`src/design/mqcs_pkg.sv`:
```
// shared types, constants and selection rules of the multi-queue scheduler
`default_nettype none

package mqcs_pkg;

  localparam int unsigned NUM_SERVERS = 5;
  localparam int unsigned NUM_CLASSES = 3;
  localparam int unsigned SRV_W       = 3;
  localparam int unsigned CMD_DEPTH   = 2;
  localparam int unsigned RES_DEPTH   = 16;
  localparam int unsigned RES_AW      = 4;
  localparam int unsigned CFG_AW      = 1;
  localparam int unsigned CFG_DW      = 16;

  localparam logic [CFG_AW-1:0] CFG_MODE    = 1'b0;
  localparam logic [CFG_AW-1:0] CFG_PROMOTE = 1'b1;

  localparam logic [1:0] Q_FIRST    = 2'd0;
  localparam logic [1:0] Q_BUSINESS = 2'd1;
  localparam logic [1:0] Q_ECONOMY  = 2'd2;

  typedef enum logic [1:0] {
    MODE_FCFS   = 2'd0,
    MODE_CLASS  = 2'd1,
    MODE_SJF    = 2'd2,
    MODE_MIXED  = 2'd3
  } mode_e;

  typedef enum logic [2:0] {
    K_ACCEPTED  = 3'd0,
    K_DROPPED   = 3'd1,
    K_STARTED   = 3'd2,
    K_COMPLETED = 3'd3,
    K_TICK_END  = 3'd4
  } kind_e;

  typedef enum logic [1:0] {
    C_FIRST = 2'd0,
    C_AGE   = 2'd1,
    C_SPN   = 2'd2,
    C_HRRN  = 2'd3
  } crit_e;

  typedef enum logic [3:0] {
    S_IDLE,
    S_ARR,
    S_AG_RD,
    S_AG_DO,
    S_SRV,
    S_PASS,
    S_MUL,
    S_CMP,
    S_PICK,
    S_CNT,
    S_END
  } st_e;

  typedef struct packed {
    logic [15:0] id;
    logic [15:0] arr;
    logic [9:0]  svc;
    logic        promo;
  } job_t;

  typedef struct packed {
    logic        tick;
    logic [1:0]  qsel;
    logic [15:0] id;
    logic [9:0]  svc;
  } cmd_t;

  typedef struct packed {
    kind_e             kind;
    logic [SRV_W-1:0]  server;
    logic [15:0]       job_ident;
    logic [15:0]       event_time;
    logic [15:0]       turnaround;
    logic [15:0]       waiting;
    logic              promoted;
    logic              last;
  } res_t;

  typedef struct packed {
    logic       valid;
    logic [1:0] q;
    crit_e      crit;
    logic       heads;
    logic       stop;
  } plan_t;

  function automatic plan_t plan_of(mode_e mode, logic [SRV_W-1:0] srv, logic [1:0] pass);
    plan_t p;
    p = '{valid: 1'b0, q: Q_FIRST, crit: C_FIRST, heads: 1'b0, stop: 1'b0};
    unique case (mode)
      MODE_FCFS: begin
        p.valid = (pass != 2'd3);
        p.q     = pass;
        p.crit  = C_AGE;
        p.heads = 1'b1;
      end
      MODE_CLASS: begin
        p.valid = (pass != 2'd3);
        p.q     = pass;
        p.crit  = C_FIRST;
        p.heads = 1'b1;
      end
      MODE_SJF: begin
        p.valid = (pass != 2'd3);
        p.q     = pass;
        p.crit  = C_SPN;
      end
      MODE_MIXED: begin
        priority case (srv)
          3'd0: begin
            p.valid = (pass == 2'd0);
            p.q     = Q_FIRST;
            p.crit  = C_FIRST;
            p.heads = 1'b1;
          end
          3'd1: begin
            p.valid = (pass == 2'd0);
            p.q     = Q_BUSINESS;
            p.crit  = C_HRRN;
          end
          3'd2: begin
            p.valid = (pass == 2'd0);
            p.q     = Q_ECONOMY;
            p.crit  = C_SPN;
          end
          3'd3: begin
            p.valid = (pass == 2'd0) || (pass == 2'd1);
            p.q     = (pass == 2'd0) ? Q_ECONOMY : Q_BUSINESS;
            p.crit  = (pass == 2'd0) ? C_SPN : C_HRRN;
            p.stop  = (pass == 2'd0);
          end
          default: begin
            p.valid = (pass == 2'd0) || (pass == 2'd1);
            p.q     = (pass == 2'd0) ? Q_BUSINESS : Q_ECONOMY;
            p.crit  = (pass == 2'd0) ? C_HRRN : C_SPN;
            p.stop  = (pass == 2'd0);
          end
        endcase
      end
      default: p.valid = 1'b0;
    endcase
    return p;
  endfunction

endpackage

`default_nettype wire

```
`src/design/mqcs_rfifo.sv`:
```
// result queue between the engine and the result ports
`default_nettype none

module mqcs_rfifo (
  input  wire logic           clk_i,
  input  wire logic           rst_ni,
  input  wire logic           wr_en_i,
  input  wire mqcs_pkg::res_t wr_data_i,
  output logic                full_o,
  output logic                empty_o,
  input  wire logic           rd_en_i,
  output mqcs_pkg::res_t      rd_data_o
);
  import mqcs_pkg::*;

  res_t              mem_q [RES_DEPTH];
  logic [RES_AW-1:0] wr_q, wr_d, rd_q, rd_d;
  logic [RES_AW:0]   cnt_q, cnt_d;
  logic              do_wr, do_rd;

  assign full_o    = (cnt_q == (RES_AW+1)'(RES_DEPTH));
  assign empty_o   = (cnt_q == '0);
  assign rd_data_o = mem_q[rd_q];
  assign do_wr     = wr_en_i && !full_o;
  assign do_rd     = rd_en_i && !empty_o;

  always_comb begin
    wr_d  = do_wr ? wr_q + 1'b1 : wr_q;
    rd_d  = do_rd ? rd_q + 1'b1 : rd_q;
    cnt_d = cnt_q + (RES_AW+1)'(do_wr) - (RES_AW+1)'(do_rd);
  end

  always_ff @(posedge clk_i or negedge rst_ni) begin
    if (!rst_ni) begin
      wr_q  <= '0;
      rd_q  <= '0;
      cnt_q <= '0;
    end else begin
      wr_q  <= wr_d;
      rd_q  <= rd_d;
      cnt_q <= cnt_d;
    end
  end

  always_ff @(posedge clk_i) begin
    if (do_wr) begin
      mem_q[wr_q] <= wr_data_i;
    end
  end

endmodule

`default_nettype wire

```
`config.mk`:
```
export PLATFORM = sky130hd
export DESIGN_NAME = mqcs_rfifo
export DESIGN_NICKNAME = d
export VERILOG_FILES = /design/src/design/mqcs_pkg.sv /design/src/design/mqcs_rfifo.sv
export SDC_FILE = /design/constraint.sdc
export NUM_CORES = 1
export LEC_CHECK = 0
export BUFFER_PORTS_ARGS = -buffer_cell sky130_fd_sc_hd__buf_2
export CORE_MARGIN = 2
export CORE_UTILIZATION = 45
export DETAILED_ROUTE_END_ITERATION = 10
export PLACE_DENSITY = 0.59
export SYNTH_ARGS = -nofsm -noshare
export SYNTH_HDL_FRONTEND = slang
export SYNTH_SLANG_ARGS = --single-unit
```
`constraint.sdc`:
```
create_clock -name clk_i -period 11.6 [get_ports clk_i]
set_input_delay 0 -clock clk_i [delete_from_list [all_inputs] [get_ports clk_i]]
set_output_delay 0 -clock clk_i [all_outputs]
set_load 0.1 [all_outputs]
```
==> qor.yml <==
flow_run:
  drv_cap: 0
worst_setup_path:
  crit_cells: 8
  path_buf_inv: 4
  worstPathCellList: "buf_4 -> and2_4 -> buf_4 -> buf_4 -> a221oi_1 -> a22oi_1 -> nand2_1 -> buf_2"
  crit_family: "buffers and inverters"
  worst_setup_path_end_kind: "output pin"
  max_stage_delay_ns: 0.81
  cpMostUsedCell: "buf_4"
  start_kind: "flip-flop"
  path_class: "flip-flop to output pin"
  worst-path-max-fanout: 52
  critPathRequiredTime_ns: 11.60
  rr_worst_depth: 8
  worstPathArrival_ns: 5.55
  critPathSlowestCell: "buf_4"
route:
  drc_errors: 0
  ant_nets: 0
  wire_per_inst_um: 28.1
  vias_per_cell: 5.87
  drtIter0Drc: 1928
  drt-pass1-iter-count: 5
  vias: 22200
  totalWireLength_mm: 106
placed_design:
  gp_congestion: 0.708
  portBuffers: 149
  place_area_um2: 46800
  place_hpwl_mm: 50.8
  dp.cells: 3503
floorplanning:
  die_w_um: 319
  fp.dieH_um: 319
  dieArea_um2: 102000
  start_util_pct: 45.4
  core_region_area_um2: 98300
  rows: 115
  ios: 150
sta:
  finalCriticalPeriod_ns: 5.55
  clock_skew_ns: 0.0183
  worst_pin_slew_ns: 1.09
  max_freq_ghz: 0.180
  hold_violations: 0
  finalSetupViolations: 0
  maxSlewHeadroom_pct: 27.5
  maxSlewViolCount: 0
  finalSetupTns_ns: 0
  finalCritPeriodShare_pct: 47.8
  grt_setup_unrepaired: "no"
logic_synthesis:
  netlist_area_um2: 44600
  ys_ff_latch: 1165
  yosysUniqueCellTypes: 30
  syn_avg_cell_area_um2: 20.7
  yosysSeqAreaShare_pct: 78.3
  synthDominantAreaCellType: "edfxtp_1"
  yosys_warnings: 0
  syn_inst: 2152
  syn-num-nets: 2240
  synth.area.top_cells: "edfxtp_1, mux4_2, mux2i_1, a221oi_1, a22oi_1"
  yosys.area.top_type_share_pct: 77.6
clock_tree:
  clk_pin_slew_ns: 0.06
  clkLatencyLatePin_ns: 0.69
  htreeDepth: 3
  cts_tree: "yes"
  hold_buffers: 76
  clockBufferDepth: 3
  cts_buffers: 116
  clock_sinks: 1165
  postCtsSetupBuffers: 0
  post_cts_resize_count: 0
  clockRootBuffer: "clkbuf_16"
finish:
  synthToLayoutAreaGrowth_pct: 14.5
  nets: 2498
  final_cells: 3782
  drive_gt1_share_pct: 20.0
  final_area_um2: 51100
grt:
  grt_pass1_vias: 23200
  grt_overflow: 0
  antenna_found_initial: 5
  gr-usage-all-layers_pct: 21.0
  grt_max_degree: 125
  grt_pass1_wl_mm: 156
power:
  max-vdd-ir-drop_mv: 0.262
  p_per_area_nw_per_um2: 284
  total_power_mw: 14.5
  leakagePower_nw: 17.0
status:
  status: "finished, final reports clean"
worst_hold_path:
  hold_depth: 2
  min_path_type: "input port to flip-flop"
[final cells by class]
class	instances	area [um^2]
Sequential cell	1165	34900
Timing Repair Buffer	263	1820
Inverter	13	50.0
Clock buffer	151	3100
Antenna cell	1	2.50
Fill cell	7791	47200
Clock inverter	51	438
Multi-Input combinational cell	851	9110
Tap cell	1287	1610
[stage by stage]
step	worst slack [ns]	utilization [%]	hold WS, ns
finish	6.05	52.0	0.220
global placement	6.81	47.6	-0.0851
CTS	6.03	52.0	0.183
global route	5.81	52.0	0.221
floorplan	2.53	-	-0.296
detailed placement	6.79	47.6	-0.0841
[metal layers]
metal | global-route usage (%) | wire length [um]
met1 | 28.6 | 45500
met2 | 35.6 | 53600
met3 | 3.32 | 5160
met4 | 4.76 | 1900
met5 | 0 | 38
[worst reg2reg max path, cell delays in order (launching register included)]
cell	delay, ns
dfrtp_1	0.36
inv_1	0.06
ha_1	0.20
and4bb_1	0.21
nor2b_1	0.50
inv_2	0.20
nor3b_1	0.46
and2_4	0.61
buf_4	0.95
[path summary, 6_finish.rpt]
kind,from,slack (ns),endpoint
worst max register to register,cnt_q[2],7.59,mem_q[10][26]
worst min register to register,cnt_q[0],0.55,cnt_q[0]
min in group asynchronous,rst_ni,0.40,cnt_q[4]
max in group asynchronous,rst_ni,10.71,rd_q[2]
worst min-delay path,wr_data_i[28],0.22,mem_q[3][28]
worst max-delay path,rd_q[2],6.05,rd_data_o[15]
[flip-flops by register name, summed over array words and instances, names as in the netlist]
signal	count
mem_q	1152
wr_q	4
rd_q	4
cnt_q	5
[report_power, final]
part | switching [mW] | internal [mW]
Combinational | 4.22 | 1.47
Clock | 1.50 | 2.02
Sequential | 0.204 | 5.07
[cell families after synthesis]
| logic type | Yosys count | share of synthesized area [%] |
|---|---|---|
| XOR/XNOR | 10 | 0.196 |
| AND/OR/NAND/NOR | 104 | 1.02 |
| buffers and inverters | 136 | 1.48 |
| adder cells (fa/ha/maj) | 12 | 0.353 |
| flip-flops | 1165 | 78.3 |
| AO/OA/AOI/OAI | 292 | 4.90 |
| multiplexers | 433 | 13.8 |
[cell usage after synthesis]
master    instances
ha_1             11
mux4_2          144
a21oi_1           2
nand2_1          75
a22oi_1          72
inv_1            11
buf_4            31
nor2b_1           3
and2_1            9
nor4_1            4
inv_2             2
buf_2            26
nor2_1            6
mux2_1            1
xor2_1            3
a21o_1            1
mux2i_1         288
and4bb_1          1
nand3_1           2
fa_1              1
nor3b_1           2
buf_1             6
nor4b_1           1
dfrtp_1          13
nand4_1           1
edfxtp_1       1152
a221oi_1        144
xnor2_1           7
o21ai_0          73
clkbuf_1         60
[cell usage in the layout, fill, tap and decap left out, types with 2 or more instances in the layout]
| master | n |
|---|---|
| a21oi_1 | 2 |
| a221oi_1 | 144 |
| a22oi_1 | 72 |
| and2_4 | 9 |
| buf_12 | 2 |
| buf_2 | 149 |
| buf_4 | 36 |
| bufinv_16 | 7 |
| clkbuf_1 | 32 |
| clkbuf_16 | 119 |
| clkinv_1 | 27 |
| clkinv_2 | 12 |
| clkinvlp_4 | 3 |
| dfrtp_1 | 9 |
| dfrtp_4 | 4 |
| dlygate4sd3_1 | 76 |
| edfxtp_1 | 1152 |
| ha_1 | 11 |
| inv_1 | 11 |
| inv_16 | 2 |
| mux2i_1 | 288 |
| mux4_2 | 144 |
| nand2_1 | 75 |
| nand3_1 | 2 |
| nor2_1 | 2 |
| nor2_4 | 4 |
| nor2b_1 | 2 |
| nor3b_1 | 2 |
| nor4_2 | 4 |
| o21ai_0 | 73 |
| xnor2_1 | 7 |
| xor2_1 | 3 |
(Power assumes the default switching activity.)
