$ cat src/design/mqcs_pkg.sv
// shared types, constants and selection rules of the multi-queue scheduler
`default_nettype none

package mqcs_pkg;

  localparam int unsigned NUM_SERVERS = 5;
  localparam int unsigned NUM_CLASSES = 3;
  localparam int unsigned SRV_W       = 3;
  localparam int unsigned CMD_DEPTH   = 2;
  localparam int unsigned RES_DEPTH   = 16;
  localparam int unsigned RES_AW      = 4;
  localparam int unsigned CFG_AW      = 1;
  localparam int unsigned CFG_DW      = 16;

  localparam logic [CFG_AW-1:0] CFG_MODE    = 1'b0;
  localparam logic [CFG_AW-1:0] CFG_PROMOTE = 1'b1;

  localparam logic [1:0] Q_FIRST    = 2'd0;
  localparam logic [1:0] Q_BUSINESS = 2'd1;
  localparam logic [1:0] Q_ECONOMY  = 2'd2;

  typedef enum logic [1:0] {
    MODE_FCFS   = 2'd0,
    MODE_CLASS  = 2'd1,
    MODE_SJF    = 2'd2,
    MODE_MIXED  = 2'd3
  } mode_e;

  typedef enum logic [2:0] {
    K_ACCEPTED  = 3'd0,
    K_DROPPED   = 3'd1,
    K_STARTED   = 3'd2,
    K_COMPLETED = 3'd3,
    K_TICK_END  = 3'd4
  } kind_e;

  typedef enum logic [1:0] {
    C_FIRST = 2'd0,
    C_AGE   = 2'd1,
    C_SPN   = 2'd2,
    C_HRRN  = 2'd3
  } crit_e;

  typedef enum logic [3:0] {
    S_IDLE,
    S_ARR,
    S_AG_RD,
    S_AG_DO,
    S_SRV,
    S_PASS,
    S_MUL,
    S_CMP,
    S_PICK,
    S_CNT,
    S_END
  } st_e;

  typedef struct packed {
    logic [15:0] id;
    logic [15:0] arr;
    logic [9:0]  svc;
    logic        promo;
  } job_t;

  typedef struct packed {
    logic        tick;
    logic [1:0]  qsel;
    logic [15:0] id;
    logic [9:0]  svc;
  } cmd_t;

  typedef struct packed {
    kind_e             kind;
    logic [SRV_W-1:0]  server;
    logic [15:0]       job_ident;
    logic [15:0]       event_time;
    logic [15:0]       turnaround;
    logic [15:0]       waiting;
    logic              promoted;
    logic              last;
  } res_t;

  typedef struct packed {
    logic       valid;
    logic [1:0] q;
    crit_e      crit;
    logic       heads;
    logic       stop;
  } plan_t;

  function automatic plan_t plan_of(mode_e mode, logic [SRV_W-1:0] srv, logic [1:0] pass);
    plan_t p;
    p = '{valid: 1'b0, q: Q_FIRST, crit: C_FIRST, heads: 1'b0, stop: 1'b0};
    unique case (mode)
      MODE_FCFS: begin
        p.valid = (pass != 2'd3);
        p.q     = pass;
        p.crit  = C_AGE;
        p.heads = 1'b1;
      end
      MODE_CLASS: begin
        p.valid = (pass != 2'd3);
        p.q     = pass;
        p.crit  = C_FIRST;
        p.heads = 1'b1;
      end
      MODE_SJF: begin
        p.valid = (pass != 2'd3);
        p.q     = pass;
        p.crit  = C_SPN;
      end
      MODE_MIXED: begin
        priority case (srv)
          3'd0: begin
            p.valid = (pass == 2'd0);
            p.q     = Q_FIRST;
            p.crit  = C_FIRST;
            p.heads = 1'b1;
          end
          3'd1: begin
            p.valid = (pass == 2'd0);
            p.q     = Q_BUSINESS;
            p.crit  = C_HRRN;
          end
          3'd2: begin
            p.valid = (pass == 2'd0);
            p.q     = Q_ECONOMY;
            p.crit  = C_SPN;
          end
          3'd3: begin
            p.valid = (pass == 2'd0) || (pass == 2'd1);
            p.q     = (pass == 2'd0) ? Q_ECONOMY : Q_BUSINESS;
            p.crit  = (pass == 2'd0) ? C_SPN : C_HRRN;
            p.stop  = (pass == 2'd0);
          end
          default: begin
            p.valid = (pass == 2'd0) || (pass == 2'd1);
            p.q     = (pass == 2'd0) ? Q_BUSINESS : Q_ECONOMY;
            p.crit  = (pass == 2'd0) ? C_HRRN : C_SPN;
            p.stop  = (pass == 2'd0);
          end
        endcase
      end
      default: p.valid = 1'b0;
    endcase
    return p;
  endfunction

endpackage

`default_nettype wire

$ cat src/design/mqcs_front.sv
// front end: takes input transactions, classifies them and queues them for the engine
`default_nettype none

module mqcs_front (
  input  wire logic         clk_i,
  input  wire logic         rst_ni,
  input  wire logic         push,
  output logic              full,
  input  wire logic         command_i,
  input  wire logic [15:0]  job_id_i,
  input  wire logic [1:0]   grade_i,
  input  wire logic [9:0]   service_time_i,
  output logic              cmd_valid_o,
  input  wire logic         cmd_pop_i,
  output mqcs_pkg::cmd_t    cmd_o
);
  import mqcs_pkg::*;

  localparam int unsigned PW = $clog2(CMD_DEPTH);

  cmd_t          buf_q [CMD_DEPTH];
  logic [PW-1:0] wr_q, wr_d, rd_q, rd_d;
  logic [PW:0]   cnt_q, cnt_d;
  cmd_t          cls;
  logic          wr_en, rd_en;

  always_comb begin
    cls.tick = command_i;
    cls.id   = job_id_i;
    cls.svc  = (service_time_i == 10'd0) ? 10'd1 : service_time_i;
    priority if (grade_i == 2'd1) cls.qsel = Q_FIRST;
    else if (grade_i == 2'd2)     cls.qsel = Q_BUSINESS;
    else                          cls.qsel = Q_ECONOMY;
  end

  assign full        = (cnt_q == (PW+1)'(CMD_DEPTH));
  assign cmd_valid_o = (cnt_q != '0);
  assign cmd_o       = buf_q[rd_q];
  assign wr_en       = push && !full;
  assign rd_en       = cmd_pop_i && cmd_valid_o;

  always_comb begin
    wr_d  = wr_en ? wr_q + 1'b1 : wr_q;
    rd_d  = rd_en ? rd_q + 1'b1 : rd_q;
    cnt_d = cnt_q + (PW+1)'(wr_en) - (PW+1)'(rd_en);
  end

  always_ff @(posedge clk_i or negedge rst_ni) begin
    if (!rst_ni) begin
      wr_q  <= '0;
      rd_q  <= '0;
      cnt_q <= '0;
    end else begin
      wr_q  <= wr_d;
      rd_q  <= rd_d;
      cnt_q <= cnt_d;
    end
  end

  always_ff @(posedge clk_i) begin
    if (wr_en) begin
      buf_q[wr_q] <= cls;
    end
  end

endmodule

`default_nettype wire

$ cat config.mk
export PLATFORM = sky130hd
export DESIGN_NAME = mqcs_front
export DESIGN_NICKNAME = d
export VERILOG_FILES = /design/src/design/mqcs_pkg.sv /design/src/design/mqcs_front.sv
export SDC_FILE = /design/constraint.sdc
export NUM_CORES = 1
export LEC_CHECK = 0
export ABC_AREA = 0
export BUFFER_PORTS_ARGS = -buffer_cell sky130_fd_sc_hd__clkbuf_2
export CAP_MARGIN = 20
export CORE_ASPECT_RATIO = 1.5
export CORE_MARGIN = 2
export CORE_UTILIZATION = 49
export DETAILED_ROUTE_END_ITERATION = 8
export PLACE_DENSITY_LB_ADDON = 0.15
export SYNTH_ARGS = -nofsm -noshare
export SYNTH_HDL_FRONTEND = slang
export SYNTH_SLANG_ARGS = --single-unit
$ cat constraint.sdc
create_clock -name clk_i -period 2.5 [get_ports clk_i]
set_input_delay 0.125 -clock clk_i [delete_from_list [all_inputs] [get_ports clk_i]]
set_output_delay 0.125 -clock clk_i [all_outputs]
set_load 0.005 [all_outputs]
==> results.md <==
- Synth cell types: 18
- Initial DRC count: 21
- Comb pwr share: 31.0%
- Final Skew: roughly 0.004 ns
- Placed instance count: 244
- P_leak: 1.21 nW
- Die area: 0.00542 mm²
- Tmin final: ~1.7 ns
- Clock power frac: 21.1%
- Clk pin slew, worst setup/hold paths: about 0.060 ns
- First-pass GRT wire length: ~6000 µm
- Pin count of the biggest net entering global routing: 30
- Final #Nets: 243
- Num rows: 31
- R2r setup slk: roughly 0.81 ns
- CP peak stage delay: approximately 0.40 ns
- IO Count: 64
- Crit end category: flip-flop
- Ant diodes: 0
- Pwr dens: around 1000 mW/mm²
- Part of the Yosys area used for sequential elements: about 80%
- H-tree depth: 3
- Post-DP HPWL: approximately 2500 µm
- Most common cell in the netlist: edfxtp_1
- Initial antenna violation count: 0
- Fmax achieved: a little under 600 MHz
- Chip height: 89.2 µm
- Post-synth ARST share: under 10%
- Die W: ~61 µm
- Switch share: between 20% and 30%
- Via density: around 4.7
- Tot GR Track Use: between 15 and 20%
- Final hold slack: approximately 0.014 ns
- Wire length per cell: about 14 µm
- Post-synth EDFFs: 58
- Worst hold path depth: 1
- Pre-CTS WS: between 0.8 and 0.9 ns
- Net Sw Power: roughly 850 µW
- Pwr Total: around 3.1 mW
- Final Hold Viols: 0
- Startpoint types: flip-flop
- Port buffer count: 63
- Gate Count Post-Synth: 123
- Worst hold path type: input port to flip-flop
- Post-Layout Cell Count: 276
- Fraction of layout cells with a size suffix above 1: 52.4%
- DR vias: roughly 1300
- Clk Latency, worst-skew pair: about 0.32 ns
- CORE AREA: about 0.0047 mm²
- Number of fillers in the final layout: slightly below 400
- Post-synth net total: about 160
- Synth area leaders: edfxtp_1 73%, mux2_2 14%, dfrtp_1 4.2%
- Crit Path Class: flip-flop to flip-flop
- Fin area: about 0.0031 mm²
- CTS Buf Count: 9
- Setup violators final: 0
- Residual DRC: 0
- Max Root-Sink Buffers: 2
- Setup TNS: 0 ns
- Synth area leader: edfxtp_1
- Initial Util: approximately 50%
- Clock sinks: 62
- Routed wire length: around 3700 µm
- CTS tree: built
- Final worst setup slack: just over 0.8 ns
- Seq pwr share: approximately 48%
- Post-DP Area: ~0.0027 mm²
- Top-area cell type share of the netlist area: between 70 and 80%
- Area Growth Syn to Fin: 29.5%
- FF+latch count, synth: 62
- Worst Path Required: about 2.7 ns
- Pins over their slew limit: 0
- CP max FO: 3
- VDD IR max: ~0.00081 V
- CP Cell Sequence: or2_4 -> and2_4 -> ha_1 -> inv_1 -> ha_1 -> xnor2_1 -> xnor2_1
- Hold path endpoint: buf_q[1][7]
- Period utilisation layout: 67.7%
- Slew @ Worst Pin: 0.390 ns
- Critical R2R Launch: cnt_q[1]
- CP Data Arrival Time: 1.93 ns
- Total grt overflow: 0
- Routed Antenna Nets: 0
- Synthesized area: approximately 0.0024 mm²
- Status: finished clean
- Initial DRT Pass Iterations: 4
- Placer congestion estimate: roughly 0.65
- Root Driver: clkbuf_8
- RSZ-0062 raised after global routing: no
- # Max-Cap Violations: 0
- Top FF cell, synth: edfxtp_1
- P_int: 2.27 mW
- FF-to-FF path depth: 7
- Final Util: between 60% and 70%
- Syn avg cell area: a little under 20 µm²
- Vias in the first global route: about 1400
- HP Start: service_time_i[7]
- Slew headroom: between 70% and 80%
- Commonest cells post-synth: 58 x edfxtp_1, 29 x mux2_2, 9 x clkbuf_1, 4 x dfrtp_1
- CP max stage cell: dfrtp_1
- Yosys warnings: 0
- Worst R2R End: cnt_q[1]
## power by group through the flow
stage          Sequential [mW]  Clock, mW  Combinational (mW)
5_1_grt                   1.52      0.711                1.08
4_1_cts                   1.50      0.672               0.989
3_5_place_dp              1.52          0               0.962
3_3_place_gp              1.50          0               0.944
6_report                  1.49      0.657               0.966
2_1_floorplan             1.50          0               0.605
## cells in the final DEF, fill, tap and decap left out
master         synthesis  final
xnor2_1                3      3
clkbuf_8               0      9
xor2_1                 1      1
clkbuf_2               0     63
buf_4                  3      4
dlygate4sd3_1          0     18
clkinv_2               0      1
clkinv_1               0      3
or2_4                  1      1
mux2_2                29     29
edfxtp_1              58     58
nor2_1                 2      1
a31o_2                 1      1
nand2_1                1      1
clkbuf_1               9      1
and2_4                 1      1
dfrtp_1                4      4
nor3_1                 1      1
nor2_2                 0      1
inv_1                  3      3
ha_1                   3      3
and3_1                 1      1
nor4_1                 1      1
nand2b_1               1      1
## sequential cells by signal (all words and copies together) (netlist names)
signal	flops
buf_q	58
cnt_q	2
rd_q	1
wr_q	1
## repair_timing
action,CTS,global route
endpoints found under the hold margin,35,2
buffers inserted,0,0
resized for setup,0,0
hold buffers,17,1
## kinds of logic after synthesis
kind of cell,count (synthesis),synth area share [%]
DFF,62,77.7
and+or+nand+nor,9,2.22
muxes,29,13.8
buffers and inverters,15,2.85
xor gates and xnor gates,4,1.48
AOI/OAI and AO/OA,1,0.370
adders and majority gates,3,1.58
## worst max-delay path, delay by kind of cell, from the launching register on
kind / cells / cell delay (ns)
flip-flops: 1 / 0.40
adder cells (fa/ha/maj): 2 / 0.44
AND/OR/NAND/NOR: 2 / 0.43
buffers and inverters: 1 / 0.04
XOR/XNOR: 2 / 0.30
## area by class of cell
class / instances / area [µm²] / area share, %
timing repair buffer: 85 / 526 / 17.1
clock inverter: 4 / 16.3 / 0.530
inverter: 3 / 11.3 / 0.367
sequential: 62 / 1840 / 60.0
tap: 66 / 82.6 / 2.69
clock buffer: 10 / 128 / 4.16
multi-input combinational: 46 / 463 / 15.1
## per-layer routing
layer  vias up  GRT usage (%)  share of wire [%]
li1        625              -                  -
met1       610           15.6                 36
met2        48           28.1                 57
met3         8           3.91                5.6
met4         0           10.1                1.9
met5         -              0                  0
## worst max path at each step
stage / start / end / slack [ns] / cells past startpoint
2_1_floorplan: cnt_q[1] / buf_q[0][0] / 0.26 / 3
3_3_place_gp: cnt_q[1] / cnt_q[1] / 0.87 / 7
3_5_place_dp: cnt_q[1] / cnt_q[1] / 0.81 / 7
4_1_cts: cnt_q[1] / cnt_q[1] / 0.79 / 7
5_1_grt: cnt_q[1] / cnt_q[1] / 0.67 / 7
6_report: cnt_q[1] / cnt_q[1] / 0.81 / 7
Note: power is estimated with default switching activity, not from simulation.
